--- config.mk ---
export PLATFORM = sky130hd
export DESIGN_NAME = packbits_row_decoder
export DESIGN_NICKNAME = d
export VERILOG_FILES = /design/src/sv/pbrd_pkg.sv /design/src/sv/pbrd_ctrl.sv /design/src/sv/pbrd_datapath.sv /design/src/sv/packbits_row_decoder.sv
export SDC_FILE = /design/constraint.sdc
export NUM_CORES = 1
export LEC_CHECK = 0
export ABC_AREA = 1
export BUFFER_PORTS_ARGS = -buffer_cell sky130_fd_sc_hd__clkbuf_2
export CORE_MARGIN = 2
export CORE_UTILIZATION = 35
export DETAILED_ROUTE_END_ITERATION = 8
export GPL_ROUTABILITY_DRIVEN = 1
export HOLD_SLACK_MARGIN = 0.05
export SLEW_MARGIN = 25
export SYNTH_ARGS = -nofsm -noshare
export SYNTH_HDL_FRONTEND = slang
export SYNTH_HIERARCHICAL = 1
export SYNTH_SLANG_ARGS = --single-unit
--- constraint.sdc ---
create_clock -name clk -period 4.9 [get_ports clk]
set_input_delay 0 -clock clk [delete_from_list [all_inputs] [get_ports clk]]
set_output_delay 0 -clock clk [all_outputs]
set_load 0.05 [all_outputs]
--- src/sv/pbrd_pkg.sv ---
// Shared types, codes and constants of the PackBits row decoder.
`default_nettype none
package pbrd_pkg;

    localparam int unsigned MAX_ROW_BYTES_DEF = 4096;
    localparam int unsigned ROW_BYTES_W       = 13;
    localparam int unsigned SRC_W             = 24;
    localparam int unsigned CFG_IDX_W         = 2;
    localparam int unsigned CFG_DATA_W        = 24;
    localparam logic [ROW_BYTES_W-1:0] ROW_BYTES_RST = 13'd40;
    localparam logic [7:0] HDR_NOP = 8'h80;

    // configuration register indexes
    localparam logic [CFG_IDX_W-1:0] CFG_ROW_BYTES     = 2'd0;
    localparam logic [CFG_IDX_W-1:0] CFG_SOURCE_BUDGET = 2'd1;

    // fault codes
    localparam logic [2:0] FLT_NONE       = 3'd0;
    localparam logic [2:0] FLT_NO_SOURCE  = 3'd1;
    localparam logic [2:0] FLT_LIT_SOURCE = 3'd2;
    localparam logic [2:0] FLT_LIT_ROW    = 3'd3;
    localparam logic [2:0] FLT_REP_SOURCE = 3'd4;
    localparam logic [2:0] FLT_REP_ROW    = 3'd5;

    // header kinds
    localparam logic [1:0] KIND_NOP = 2'd0;
    localparam logic [1:0] KIND_LIT = 2'd1;
    localparam logic [1:0] KIND_REP = 2'd2;

    // datapath operations
    localparam logic [2:0] OP_NONE = 3'd0;
    localparam logic [2:0] OP_HDR  = 3'd1;
    localparam logic [2:0] OP_LIT  = 3'd2;
    localparam logic [2:0] OP_REPD = 3'd3;
    localparam logic [2:0] OP_EMIT = 3'd4;

    typedef struct packed {
        logic [7:0] source_byte;
        logic       discard;
        logic       restart;
    } in_item_t;

    typedef struct packed {
        logic [7:0] out_first;
        logic [7:0] out_second;
        logic [1:0] byte_count;
        logic       row_end;
        logic       run_end;
        logic [2:0] fault;
    } out_item_t;

    typedef struct packed {
        logic [2:0] op;
    } cmd_t;

    typedef struct packed {
        logic [2:0] hdr_fault;
        logic [1:0] hdr_kind;
        logic       lit_last;
        logic       emit_last;
        logic       skip;
        logic       out_free;
    } status_t;

endpackage
`default_nettype wire

--- src/sv/pbrd_ctrl.sv ---
// Controller state machine of the PackBits row decoder.
`default_nettype none
module pbrd_ctrl (
    input  wire logic            clk,
    input  wire logic            rst_n,
    input  wire logic            in_valid,
    input  wire logic            restart,
    output logic                 in_ready,
    input  wire pbrd_pkg::status_t sts,
    output pbrd_pkg::cmd_t       cmd
);
    import pbrd_pkg::*;

    localparam logic [2:0] S_HDR  = 3'd0;
    localparam logic [2:0] S_LIT  = 3'd1;
    localparam logic [2:0] S_REPD = 3'd2;
    localparam logic [2:0] S_EMIT = 3'd3;
    localparam logic [2:0] S_HALT = 3'd4;

    logic [2:0] state_reg, state_next;
    logic       accept;

    assign in_ready = sts.out_free && (state_reg != S_EMIT);
    assign accept   = in_valid && in_ready;

    always_comb
    begin
        cmd.op = OP_NONE;
        if (accept)
        begin
            if (restart || state_reg == S_HDR)
                cmd.op = OP_HDR;
            else if (state_reg == S_LIT)
                cmd.op = OP_LIT;
            else if (state_reg == S_REPD)
                cmd.op = OP_REPD;
        end
        else if (state_reg == S_EMIT && sts.out_free)
        begin
            cmd.op = OP_EMIT;
        end
    end

    always_comb
    begin
        state_next = state_reg;
        case (cmd.op)
            OP_HDR:
            begin
                if (sts.hdr_fault != FLT_NONE)
                    state_next = S_HALT;
                else if (sts.hdr_kind == KIND_LIT)
                    state_next = S_LIT;
                else if (sts.hdr_kind == KIND_REP)
                    state_next = S_REPD;
                else
                    state_next = S_HDR;
            end
            OP_LIT:  state_next = sts.lit_last ? S_HDR : S_LIT;
            OP_REPD: state_next = sts.skip ? S_HDR : S_EMIT;
            OP_EMIT: state_next = sts.emit_last ? S_HDR : S_EMIT;
            default: state_next = state_reg;
        endcase
    end

    always_ff @(posedge clk or negedge rst_n)
    begin
        if (!rst_n)
            state_reg <= S_HDR;
        else
            state_reg <= state_next;
    end

endmodule
`default_nettype wire

--- src/sv/pbrd_datapath.sv ---
// Datapath of the PackBits row decoder: budgets, run counter, output register.
`default_nettype none
module pbrd_datapath #(
    parameter int unsigned MAX_ROW_BYTES = pbrd_pkg::MAX_ROW_BYTES_DEF
) (
    input  wire logic                               clk,
    input  wire logic                               rst_n,
    input  wire pbrd_pkg::in_item_t                 in_item,
    input  wire logic                               cfg_we,
    input  wire logic [pbrd_pkg::CFG_IDX_W-1:0]     cfg_index,
    input  wire logic [pbrd_pkg::CFG_DATA_W-1:0]    cfg_wdata,
    input  wire pbrd_pkg::cmd_t                     cmd,
    output pbrd_pkg::status_t                       sts,
    output logic                                    out_valid,
    input  wire logic                               out_ready,
    output pbrd_pkg::out_item_t                     out_item
);
    import pbrd_pkg::*;

    localparam int unsigned RL_W = $clog2(MAX_ROW_BYTES + 1);

    logic [ROW_BYTES_W-1:0] row_bytes_reg;
    logic [SRC_W-1:0]       source_budget_reg;
    logic [SRC_W-1:0]       source_left_reg, source_left_next;
    logic [RL_W-1:0]        row_left_reg, row_left_next;
    logic [7:0]             run_left_reg, run_left_next;
    logic                   skip_reg, skip_next;
    logic [7:0]             rep_byte_reg;
    logic                   out_valid_reg, out_valid_next;
    out_item_t              out_item_reg, out_item_next;

    // header evaluation
    logic [SRC_W-1:0]       src_eff, src_dec, src_need;
    logic [RL_W-1:0]        row_eff0, row_eff, row_clamp;
    logic [ROW_BYTES_W-1:0] rb_min1;
    logic                   row_start, skip_eff, is_lit, is_nop;
    logic [7:0]             lit_n, rep_n, run_n, byte_in;
    logic [2:0]             fault;
    logic [1:0]             emit_cnt;

    assign byte_in   = in_item.source_byte;
    assign src_eff   = in_item.restart ? source_budget_reg : source_left_reg;
    assign row_eff0  = in_item.restart ? '0 : row_left_reg;
    assign row_start = (row_eff0 == '0);
    assign rb_min1   = (row_bytes_reg == '0) ? ROW_BYTES_W'(1) : row_bytes_reg;
    assign row_clamp = (32'(rb_min1) > MAX_ROW_BYTES) ? RL_W'(MAX_ROW_BYTES)
                                                      : RL_W'(rb_min1);
    assign row_eff   = row_start ? row_clamp : row_eff0;
    assign skip_eff  = row_start ? in_item.discard
                                 : (in_item.restart ? 1'b0 : skip_reg);
    assign src_dec   = src_eff - SRC_W'(1);
    assign is_lit    = !byte_in[7];
    assign is_nop    = (byte_in == HDR_NOP);
    assign lit_n     = {1'b0, byte_in[6:0]} + 8'd1;
    assign rep_n     = 8'd1 - byte_in;          // 257 - b, 2..128
    assign run_n     = is_lit ? lit_n : rep_n;
    assign src_need  = is_lit ? SRC_W'(lit_n) : SRC_W'(1);

    always_comb
    begin
        fault = FLT_NONE;
        if (src_eff == '0)
            fault = FLT_NO_SOURCE;
        else if (!is_nop)
        begin
            if (src_dec < src_need)
                fault = is_lit ? FLT_LIT_SOURCE : FLT_REP_SOURCE;
            else if (32'(row_eff) < 32'(run_n))
                fault = is_lit ? FLT_LIT_ROW : FLT_REP_ROW;
        end
    end

    assign emit_cnt = (run_left_reg >= 8'd2) ? 2'd2 : 2'd1;

    assign sts.hdr_fault = fault;
    assign sts.hdr_kind  = is_nop ? KIND_NOP : (is_lit ? KIND_LIT : KIND_REP);
    assign sts.lit_last  = (run_left_reg == 8'd1);
    assign sts.emit_last = (run_left_reg <= 8'd2);
    assign sts.skip      = skip_reg;
    assign sts.out_free  = !out_valid_reg || out_ready;

    always_comb
    begin
        source_left_next = source_left_reg;
        row_left_next    = row_left_reg;
        run_left_next    = run_left_reg;
        skip_next        = skip_reg;
        out_valid_next   = out_valid_reg && !out_ready;
        out_item_next    = out_item_reg;
        case (cmd.op)
            OP_HDR:
            begin
                // whole run charged at the header; state after a fault is don't-care
                source_left_next = is_nop ? src_dec : src_dec - src_need;
                row_left_next    = is_nop ? row_eff : row_eff - RL_W'(run_n);
                run_left_next    = run_n;
                skip_next        = skip_eff;
                if (fault != FLT_NONE)
                begin
                    out_valid_next = 1'b1;
                    out_item_next  = '{out_first: 8'd0, out_second: 8'd0,
                                       byte_count: 2'd0, row_end: 1'b0,
                                       run_end: 1'b1, fault: fault};
                end
            end
            OP_LIT:
            begin
                run_left_next = run_left_reg - 8'd1;
                if (!skip_reg)
                begin
                    out_valid_next = 1'b1;
                    out_item_next  = '{out_first: byte_in, out_second: 8'd0,
                                       byte_count: 2'd1,
                                       row_end: sts.lit_last && (row_left_reg == '0),
                                       run_end: 1'b1, fault: FLT_NONE};
                end
            end
            OP_EMIT:
            begin
                run_left_next  = run_left_reg - {6'd0, emit_cnt};
                out_valid_next = 1'b1;
                out_item_next  = '{out_first: rep_byte_reg,
                                   out_second: (emit_cnt == 2'd2) ? rep_byte_reg : 8'd0,
                                   byte_count: emit_cnt,
                                   row_end: sts.emit_last && (row_left_reg == '0),
                                   run_end: sts.emit_last, fault: FLT_NONE};
            end
            default:
            begin
            end
        endcase
    end

    always_ff @(posedge clk or negedge rst_n)
    begin
        if (!rst_n)
        begin
            row_bytes_reg     <= ROW_BYTES_RST;
            source_budget_reg <= '0;
            source_left_reg   <= '0;
            row_left_reg      <= '0;
            run_left_reg      <= '0;
            skip_reg          <= 1'b0;
            out_valid_reg     <= 1'b0;
        end
        else
        begin
            if (cfg_we && cfg_index == CFG_ROW_BYTES)
                row_bytes_reg <= cfg_wdata[ROW_BYTES_W-1:0];
            if (cfg_we && cfg_index == CFG_SOURCE_BUDGET)
                source_budget_reg <= cfg_wdata[SRC_W-1:0];
            source_left_reg <= source_left_next;
            row_left_reg    <= row_left_next;
            run_left_reg    <= run_left_next;
            skip_reg        <= skip_next;
            out_valid_reg   <= out_valid_next;
        end
    end

    always_ff @(posedge clk)
    begin
        out_item_reg <= out_item_next;
        if (cmd.op == OP_REPD)
            rep_byte_reg <= byte_in;
    end

    assign out_valid = out_valid_reg;
    assign out_item  = out_item_reg;

endmodule
`default_nettype wire

--- src/sv/packbits_row_decoder.sv ---
// Top level of the PackBits row decoder: controller plus datapath.
// A literal data item or a faulting header gives its registered result in the cycle after it
// is accepted; a repeat data item moves the controller to the emit state, which sends the run.
// Throughput: one item per cycle while the result slot is free; a result item stalled at
// the output holds the input, as does a repeat data item, unless skipped, until its run is sent.
// Reset: rst_n is asynchronous, active low; clears FSM, budgets, output valid, row_bytes 40.
`default_nettype none
module packbits_row_decoder #(
    parameter int unsigned MAX_ROW_BYTES = pbrd_pkg::MAX_ROW_BYTES_DEF
) (
    input  wire logic                            clk,
    input  wire logic                            rst_n,
    // input item channel
    input  wire logic                            in_valid,
    output logic                                 in_ready,
    input  wire pbrd_pkg::in_item_t              in_item,
    // result item channel
    output logic                                 out_valid,
    input  wire logic                            out_ready,
    output pbrd_pkg::out_item_t                  out_item,
    // configuration write port
    input  wire logic                            cfg_we,
    input  wire logic [pbrd_pkg::CFG_IDX_W-1:0]  cfg_index,
    input  wire logic [pbrd_pkg::CFG_DATA_W-1:0] cfg_wdata
);
    import pbrd_pkg::*;

    // controller decides what the datapath does with each item;
    // datapath reports header checks, run counter position and output slot
    cmd_t    cmd;
    status_t sts;

    pbrd_ctrl u_ctrl (
        .clk      (clk),
        .rst_n    (rst_n),
        .in_valid (in_valid),
        .restart  (in_item.restart),
        .in_ready (in_ready),
        .sts      (sts),
        .cmd      (cmd)
    );

    // budgets charged at the header, so data items only count down the run
    pbrd_datapath #(
        .MAX_ROW_BYTES (MAX_ROW_BYTES)
    ) u_dp (
        .clk       (clk),
        .rst_n     (rst_n),
        .in_item   (in_item),
        .cfg_we    (cfg_we),
        .cfg_index (cfg_index),
        .cfg_wdata (cfg_wdata),
        .cmd       (cmd),
        .sts       (sts),
        .out_valid (out_valid),
        .out_ready (out_ready),
        .out_item  (out_item)
    );

endmodule
`default_nettype wire

=== Word level (Yosys, flattened, before mapping) ===
Cells that the tools add are included.
W data, S select, Z words.

* Bits in registers: 118
* Logic and storage cells: 107
* Output and inout port bits: 25

* $add $sub $neg: 7
* Equal/unequal tests: 16
* Multiplexer cells: 40
* Reductions and logical operators: 24
* $lt $le $gt $ge: 5

{| class="wikitable"
|+ Operator list
! operator !! count
|-
| $pmux W23 S3 || 1
|-
| $mux W13 || 5
|-
| $mux W24 || 2
|-
| $mux W23 || 2
|-
| $logic_not A13 Y1 || 3
|-
| $mux W3 || 12
|-
| $logic_not A24 Y1 || 1
|-
| $lt A24 B24 Y1 || 1
|-
| $mux W8 || 3
|-
| $pmux W8 S3 || 1
|-
| $sub A24 B1 Y24 const B || 1
|-
| $sub A24 B24 Y24 || 1
|-
| $mux W2 || 7
|-
| $gt A13 B13 Y1 const B || 1
|-
| $lt A13 B8 Y1 || 1
|-
| $sub A13 B8 Y13 || 1
|-
| $eq A3 B2 Y1 const B || 4
|-
| $pmux W3 S4 || 1
|-
| $add A7 B1 Y8 const B || 1
|-
| $eq A8 B1 Y1 const B || 1
|-
| $eq A8 B8 Y1 const B || 1
|-
| $ge A8 B2 Y1 const B || 1
|-
| $le A8 B2 Y1 const B || 1
|-
| $logic_and A1 B1 Y1 || 8
|-
| other kinds (21) || 31
|}

=== Depth between registers and ports, before layout ===
Gate-level depths: netlist (run 1).

* Depth after elaboration: 13
* Depth in mapped cells: 27
* Depth with buffers taken out: 26

=== Hierarchy ===
The synthesis (run 1) kept the hierarchy.

{| class="wikitable"
|+ By module, submodules not included
! module !! sequential area each (µm²) !! cells each !! times used !! area an instance (µm²)
|-
| pbrd_datapath || 3035.4 || 1073 || 1 || 7759.9
|-
| pbrd_ctrl || 75.1 || 57 || 1 || 337.8
|}

=== Least setup slack after synthesis (run 1) ===
No wires, ideal clock.

* Path kind: register -> register
* From: reg u_dp.row_left_reg[8]
* To: reg u_dp.out_item_reg (netlist bit u_dp/out_item[0]), enable pin
* Cell stages (with the launch flop): 24
* Setup slack: 875 ps
* Setup time: 403 ps
* Path buffers: 0
* Arrival time: 3622 ps
* Cells stage by stage: dfrtp_1 > inv_1 > nor2_1 > inv_1 > nand3_1 > nor3_1 > nand2_1 > a21oi_2 > o21ai_0 > o22ai_1 > ha_1 > nand2_1 > inv_1 > nand4_1 > o211ai_1 > nand2_1 > inv_1 > nor3_1 > nand3_1 > nand2_1 > nand2_1 > nand3_1 > nor2_1 > nor2_1

* Word-level cells in the longest chain between the ends: 11

{| class="wikitable"
|+ RTL lines
! what !! line !! text
|-
| start: declaration || pbrd_datapath.sv:25 || <nowiki>logic [RL_W-1:0] row_left_reg, row_left_next;</nowiki>
|-
| start signal: assignment || pbrd_datapath.sv:153 || <nowiki>row_left_reg <= row_left_next;</nowiki>
|-
| $mux W13 (*) || pbrd_datapath.sv:43 || <nowiki>assign row_eff0 = in_item.restart ? '0 : row_left_reg;</nowiki>
|-
| $logic_not A13 Y1 || pbrd_datapath.sv:44 || <nowiki>assign row_start = (row_eff0 == '0);</nowiki>
|-
| $mux W13 (*) || pbrd_datapath.sv:48 || <nowiki>assign row_eff = row_start ? row_clamp : row_eff0;</nowiki>
|-
| $lt A13 B8 Y1 (*) || pbrd_datapath.sv:68 || <nowiki>else if (32'(row_eff) < 32'(run_n))</nowiki>
|-
| $mux W3 (*) || pbrd_datapath.sv:68 ||
|-
| $mux W3 (*) || pbrd_datapath.sv:66 || <nowiki>if (src_dec < src_need)</nowiki>
|-
| $mux W3 (*) || pbrd_datapath.sv:64 || <nowiki>else if (!is_nop)</nowiki>
|-
| $mux W3 (*) || pbrd_datapath.sv:62 || <nowiki>if (src_eff == '0)</nowiki>
|-
| $reduce_bool A3 Y1 (*) || pbrd_datapath.sv:98 || <nowiki>if (fault != FLT_NONE)</nowiki>
|-
| $ne A2 B1 Y1 (no source line) (*) || n/a ||
|-
| $reduce_and A3 Y1 (no source line) (*) || n/a ||
|-
| end signal: assignment || pbrd_datapath.sv:162 || <nowiki>out_item_reg <= out_item_next;</nowiki>
|-
| end: declaration || pbrd_datapath.sv:30 || <nowiki>out_item_t out_item_reg, out_item_next;</nowiki>
|}

Mark *: on every way between the ends. The rest lies on a longest branch, timed or not.
A chain may end at the register's enable or synchronous reset.

=== Final worst setup path (run 1) ===
* From: reg u_dp.row_left_reg[8]
* To: reg u_dp.out_item_reg (netlist bit u_dp/out_item[17]), enable pin

The elaborated chain is that of the path after synthesis.

==> results.cfg, run 1 <==
[layout]
antenna_cells = 0
drive_gt1_frac = 0.1342
multiInputGateArea_sq_mm = 0.004223
seq_area_sq_mm = 0.003110
fin_cells = 1529
fin_util = 0.4253
syn_to_final_growth_pct = 19.27
stdcell_area_sq_mm = 0.009658
nets = 1301
fillCellCount = 2331

[clock_network]
cts.sinks = 118
clk_pin_slew_ns = 0.06
clk_path_buf_depth = 2
cts_buffers = 17
cts_tree = done
ctsHtreeMaxLevel = 4
root_buffer = clkbuf_16
clock_latency_ns = 0.43

[timing]
period_share = 0.8010
grt_setup_unrepaired = no
hold_viol = 0
slew_viol_final = 0
fin_skew_ns = 0.01631
tightest_slew_ns = 0.8217
finalSetupViolCount = 0
fin_crit_ns = 3.925
slew_headroom = 0.4522
setup_ws_ns = 0.9751
final.setup.tns_ns = 0
timing.fmax_ghz = 0.2548

[critical_path]
crit_type = flip-flop to flip-flop
crit_path_start = u_dp/row_left_reg[8]$_DFFE_PN0P_
arrival_ns = 4.02
cpMostUsedCell = nand2_1
cp-end-kind = flip-flop
startpoint_type = flip-flop
slowest_stage = dfrtp_1
max_stage_delay_ns = 0.36
crit_chain = inv_1 > nor2_1 > inv_1 > nand3_1 > nor3_1 > nand2_1 > a21oi_2 > o21ai_0 > o22ai_1 > ha_1 > nand2_1 > inv_1 > nand4_1 > o211ai_1 > nand2_1 > inv_1 > nor3_1 > nand3_1 > nand2_1 > nand2_1 > nand3_1 > nor2_1 > nor2_2 > buf_4
rr_startpoint = u_dp/row_left_reg[8]$_DFFE_PN0P_
critPathRequiredTime_ns = 5.00
critical_path.max_fanout = 23

[placement]
place.gp.congestion = 0.9473
io_buffers = 65
dp.cells = 1461
dp_hpwl_mm = 16.23
postPlaceCellArea_sq_mm = 0.008716
dp_slack_ns = 0.8017

[route]
vias_per_cell = 4.884
num_vias = 7467
wl_mm = 21.71
firstDrtPassIters = 5
ant_nets = 0
drc = 0
wl_per_cell_microns = 14.20
drt-initial-drc-count = 497

[pwr]
p_per_area_mw_per_mm2 = 573.3
power.leakage_uw = 0.004726
ir_worst_vdd_v = 0.0002342

[floorplan]
dieWidth_microns = 156.1
coreArea_sq_mm = 0.02271
pin_count = 66
core.rowCount = 55
initial_utilization = 0.3566
die-height_microns = 156.1
die_area_sq_mm = 0.02437

[hold_path]
hp-start = in_valid
hp-class = primary input to flip-flop

[synthesis]
synth.distinct_cells = 52
syn_nets = 1200
synth_area_sq_mm = 0.008098
yosys.area.top_type = dfrtp_1
synth_top_area_frac = 0.2627
synth_cells = 1130
ys_seq_area_frac = 0.3841
synth-edff-count = 31
ys_ff_latch = 118
avgSynthCellArea_sq_um = 7.166
ys_async_sr_fraction = 0.7373
yosys_warnings = 6
synthFlopType = dfrtp_1
synthTopCellsByArea = dfrtp_1, nand2_1, edfxtp_1, inv_1, o21ai_0

[grt]
grt_pass1_vias = 6974
grt_max_degree = 62
track_usage = 0.1872
antenna_found_initial = 0
gr-total-overflow = 0
grt_pass1_wl_mm = 35.94

[run_status]
status = finished, final reports clean

[run]
cap_viol_max_count = 0
[cell usage in the layout, fill, tap and decap left out, types with 19 or more instances in the layout]
cell type / netlist / routed
nand3_1: 49 / 49
xor2_1: 22 / 22
ha_1: 26 / 26
edfxtp_1: 31 / 31
nand2_1: 308 / 308
dfrtp_1: 85 / 85
dlygate4sd3_1: 0 / 36
a21oi_1: 28 / 28
nor3_1: 20 / 19
nor2_1: 117 / 116
clkbuf_2: 0 / 64
inv_1: 154 / 154
o21ai_0: 102 / 102
[cell type report]
class	count	area share
tap	285	0.03692
multi-input combinational	817	0.4372
clock buffer	17	0.04405
inverter	166	0.06452
sequential	118	0.3221
timing repair buffer	111	0.07903
clock inverter	15	0.01619
[power breakdown]
group / total [uW] / internal (uW) / switching (uW)
Sequential: 1590 / 1400 / 183
Clock: 1250 / 720 / 534
Combinational: 2700 / 839 / 1860
Total: 5540 / 2960 / 2580
[worst paths after layout]
| path | to | cells after the start | slack, ns |
|---|---|---|---|
| min in group asynchronous | u_dp/source_budget_reg[14]$_DFFE_PN0P_ | 3 | 0.52 |
| max | u_dp/out_item[17]$_DFFE_PP_ | 24 | 0.98 |
| max reg2reg | u_dp/out_item[17]$_DFFE_PP_ | 24 | 0.98 |
| min reg2reg | u_dp/row_bytes_reg[6]$_DFFE_PN0P_ | 2 | 0.49 |
| min | u_ctrl/state_reg[2]$_DFFE_PN0P_ | 6 | 0.08 |
| max in group asynchronous | u_dp/source_budget_reg[20]$_DFFE_PN0P_ | 4 | 3.12 |
[layer usage]
| layer | vias up | part of all wire | GRT usage | wire length [microns] |
|---|---|---|---|---|
| li1 | 3876 | - | - | - |
| met1 | 3383 | 0.51 | 0.2779 | 11070 |
| met2 | 182 | 0.43 | 0.2771 | 9324 |
| met3 | 26 | 0.044 | 0.02861 | 945 |
| met4 | 0 | 0.017 | 0.06291 | 371 |
| met5 | - | 0 | 0 | 0 |
[per-stage QoR]
step | power [uW] | hold slack, ns
floorplan | 3609 | -0.2956
global placement | 4232 | -0.06133
detailed placement | 4247 | -0.05906
CTS | 5548 | 0.06502
global route | 5978 | 0.1209
finish | 5537 | 0.07905
[worst max-delay path, delay by kind of cell, from the launching register on]
family / cells / cell delay (ns)
AO/OA/AOI/OAI: 4 / 0.82
adder cells (fa/ha/maj): 1 / 0.32
buffers and inverters: 5 / 0.59
flip-flops: 1 / 0.36
AND/OR/NAND/NOR: 14 / 1.48
[logic make-up (layout without fill, tap and decap cells)]
family	count (synthesis)	in the layout	synth area share
compound gates	200	200	0.1417
xor+xnor	31	31	0.03446
fa+ha+maj	29	29	0.04759
buf+inv	195	309	0.09533
flops	118	118	0.3841
mux	7	7	0.009735
simple gates	550	550	0.2871
[synthesized netlist by cell type (all sizes together) (5+ instances only)]
library cell / number
a21oi: 32
a31oi: 5
buf: 10
clkbuf: 19
dfrtp: 85
edfxtp: 31
ha: 26
inv: 162
mux2: 7
nand2: 321
nand3: 52
nand4: 13
nor2: 130
nor3: 22
o211ai: 8
o21ai: 119
o22ai: 17
xnor2: 8
xor2: 23
[timing repair]
| action | CTS | global route |
|---|---|---|
| hold endpoints to repair | 73 | 0 |
| gates resized for setup | 0 | 0 |
| hold buffers | 36 | 0 |
| setup buffers | 0 | 0 |
(Power assumes the default switching activity.)
==> inputs of run 2 (changes only) <==
ABC_AREA = 0   (was 1)
clock period = 3.25 ns   (was 4.9 ns; I/O delays follow)
==> results.cfg, run 2 <==
[critical_path]
rr_startpoint = u_dp/source_budget_reg[1]$_DFFE_PN0P_
cpMostUsedCell = o21ai_2
crit_type = flip-flop to flip-flop
crit_path_start = u_dp/source_budget_reg[1]$_DFFE_PN0P_
startpoint_type = flip-flop
critical_path.max_fanout = 4
arrival_ns = 4.50
cp-end-kind = flip-flop
max_stage_delay_ns = 0.58
crit_buf_inv = 0
crit_family = simple AND/OR/NAND/NOR gates
critPathRequiredTime_ns = 3.56
crit_chain = mux2i_2 > ha_4 > nand2_4 > nor2_4 > xnor2_2 > mux2i_2 > ha_1 > o21ai_2 > o21ai_2 > a31oi_2 > o21ai_2 > nor4_4 > nand3_1 > or4b_4 > o31a_4 > nor3_4 > nor3_2 > nand3b_1 > nor3_2 > o221a_2
slowest_stage = or4b_4

[placement]
dp.cells = 1310
dp_slack_ns = -0.8770
dp_hpwl_mm = 16.29
place.gp.congestion = 0.8748
io_buffers = 65

[synthesis]
yosys_warnings = 6
synth_cells = 800
synth-edff-count = 31
avgSynthCellArea_sq_um = 9.689
synth_top_area_frac = 0.2744
synthFlopType = dfrtp_1
yosys.cell_count.top_type = dfrtp_1
synth_common_cells = dfrtp_1, nand2_1, nor2_1, o21ai_0, xnor2_1
synthTopCellsByArea = dfrtp_1, edfxtp_1, mux2_2, xnor2_1, ha_1
yosys.area.top_type = dfrtp_1
ys_ff_latch = 118
synth_area_sq_mm = 0.007751
ys_seq_area_frac = 0.4013
ys_async_sr_fraction = 0.7373
synth.distinct_cells = 81
syn_nets = 870

[timing]
fin_crit_ns = 4.196
period_share = 1.291
hold_viol = 0
final.setup.tns_ns = -28.60
setup_ws_ns = -0.9461
tightest_slew_ns = 0.8102
slew_viol_final = 0
grt_setup_unrepaired = yes
timing.fmax_ghz = 0.2383
hold_ws_ns = 0.06423
fin_skew_ns = 0.007498
finalSetupViolCount = 42
slew_headroom = 0.4587

[layout]
syn_to_final_growth_pct = 52.80
seq_area_sq_mm = 0.003112
multiInputGateArea_sq_mm = 0.005056
fillCellCount = 1887
layout_common_cells = buf_4, dfrtp_1, nand2_1
nets = 1201
final_common_cell = buf_4
drive_gt1_frac = 0.4423
fin_cells = 1424
antenna_cells = 0

[route]
drc = 0
vias_per_cell = 5.165
firstDrtPassIters = 5
wl_per_cell_microns = 16.88
ant_nets = 0
num_vias = 7355
wl_mm = 24.03
drt-initial-drc-count = 395

[grt]
grt_pass1_wl_mm = 37.79
gr-total-overflow = 0
track_usage = 0.1997
antenna_found_initial = 0
grt_pass1_vias = 7508
grt_max_degree = 35

[clock_network]
clk_pin_slew_ns = 0.06
cts_buffers = 17
clock_latency_ns = 0.42
clk_path_buf_depth = 2
cts_tree = done
cts.sinks = 118
root_buffer = clkbuf_16
ctsHtreeMaxLevel = 4

[pwr]
power.leakage_uw = 0.005088
ir_worst_vdd_v = 0.0004372
power_uw = 9283
p_per_area_mw_per_mm2 = 783.8

[floorplan]
die_area_sq_mm = 0.02335
initial_utilization = 0.3563
dieWidth_microns = 152.8
die-height_microns = 152.8
pin_count = 66
core.rowCount = 54
coreArea_sq_mm = 0.02176

[hold_path]
hp-start = cfg_index[0]
hp-class = primary input to flip-flop

[run_status]
status = finished, violations left
failed_checks = negative setup slack

[run]
cap_viol_max_count = 0
[run 2: changes by cell type after synthesis, sizes merged, moves of 12 or more]
cell / change
a22oi: +12
and2: +19
inv: -134
mux2: +30
mux2i: +27
nand2: -247
nand3: -44
nor2: -59
nor3: +16
nor4: +18
o21ai: -70
or3: +12
xnor2: +33
[run 2: tightest hold or removal path, delay by kind of cell]
kind / cells / cell delay, ns
mux: 1 / 0.23
buf+inv: 1 / 0.11
simple gates: 1 / 0.10
[run 2: path summary, 6_finish.rpt]
check / endpoint / slack [ns] / cells past startpoint
max: u_ctrl/state_reg[1]$_DFFE_PN0P_ / -0.95 / 20
min: u_dp/row_bytes_reg[8]$_DFFE_PN0P_ / 0.06 / 3
max reg2reg: u_ctrl/state_reg[1]$_DFFE_PN0P_ / -0.95 / 20
min reg2reg: u_dp/source_left_reg[23]$_DFFE_PN0P_ / 0.48 / 2
max in group asynchronous: u_dp/row_bytes_reg[3]$_DFFE_PN1P_ / 2.40 / 3
min in group asynchronous: u_dp/source_budget_reg[12]$_DFFE_PN0P_ / 0.07 / 2
[run 2: logic make-up (layout without fill, tap and decap cells)]
kind of cell | count (synthesis) | count (layout) | synth area share
and+or+nand+nor | 297 | 297 | 0.2074
AOI/OAI and AO/OA | 172 | 172 | 0.1504
DFF | 118 | 118 | 0.4013
muxes | 64 | 64 | 0.09120
buffers and inverters | 64 | 408 | 0.03648
xor gates and xnor gates | 55 | 55 | 0.06215
adders and majority gates | 30 | 30 | 0.05101
[run 2: final cells by class]
cell class,count,share of cell area
repair buffers,348,0.2217
multi-input cells,618,0.4269
clock inverters,15,0.01426
well taps,280,0.02958
inverters,28,0.008874
clock buffers,17,0.03592
flip-flops and latches,118,0.2627
[run 2: power by group]
part / internal [uW] / leakage, uW / switching [uW]
logic: 2460 / 0.00347 / 2540
registers: 1990 / 0.00133 / 382
clock network: 1150 / 0.000285 / 767
total: 5600 / 0.00509 / 3690
[run 2: what timing repair did]
action	in CTS	in global routing
cloned	0	0
endpoints found under the hold margin	103	0
pin swaps	34	39
setup buffers	43	15
resized for setup	68	86
endpoints found under the setup margin	48	57
hold buffers	36	0
[run 2: per-stage QoR]
| stage | util | instance area, sq um |
|---|---|---|
| 2_1_floorplan | - | 7859 |
| 3_3_place_gp | 0.4517 | 9828 |
| 3_5_place_dp | 0.4520 | 9834 |
| 4_1_cts | 0.5259 | 11440 |
| 5_1_grt | 0.5444 | 11840 |
| 6_report | 0.5444 | 11840 |
[run 2: per-layer routing]
layer / routed length (microns) / vias up / global-route usage
met5: 0 / - / 0
met4: 626 / 0 / 0.06437
li1: - / 3588 / -
met1: 10410 / 3549 / 0.2512
met3: 825 / 46 / 0.02949
met2: 12170 / 172 / 0.3530
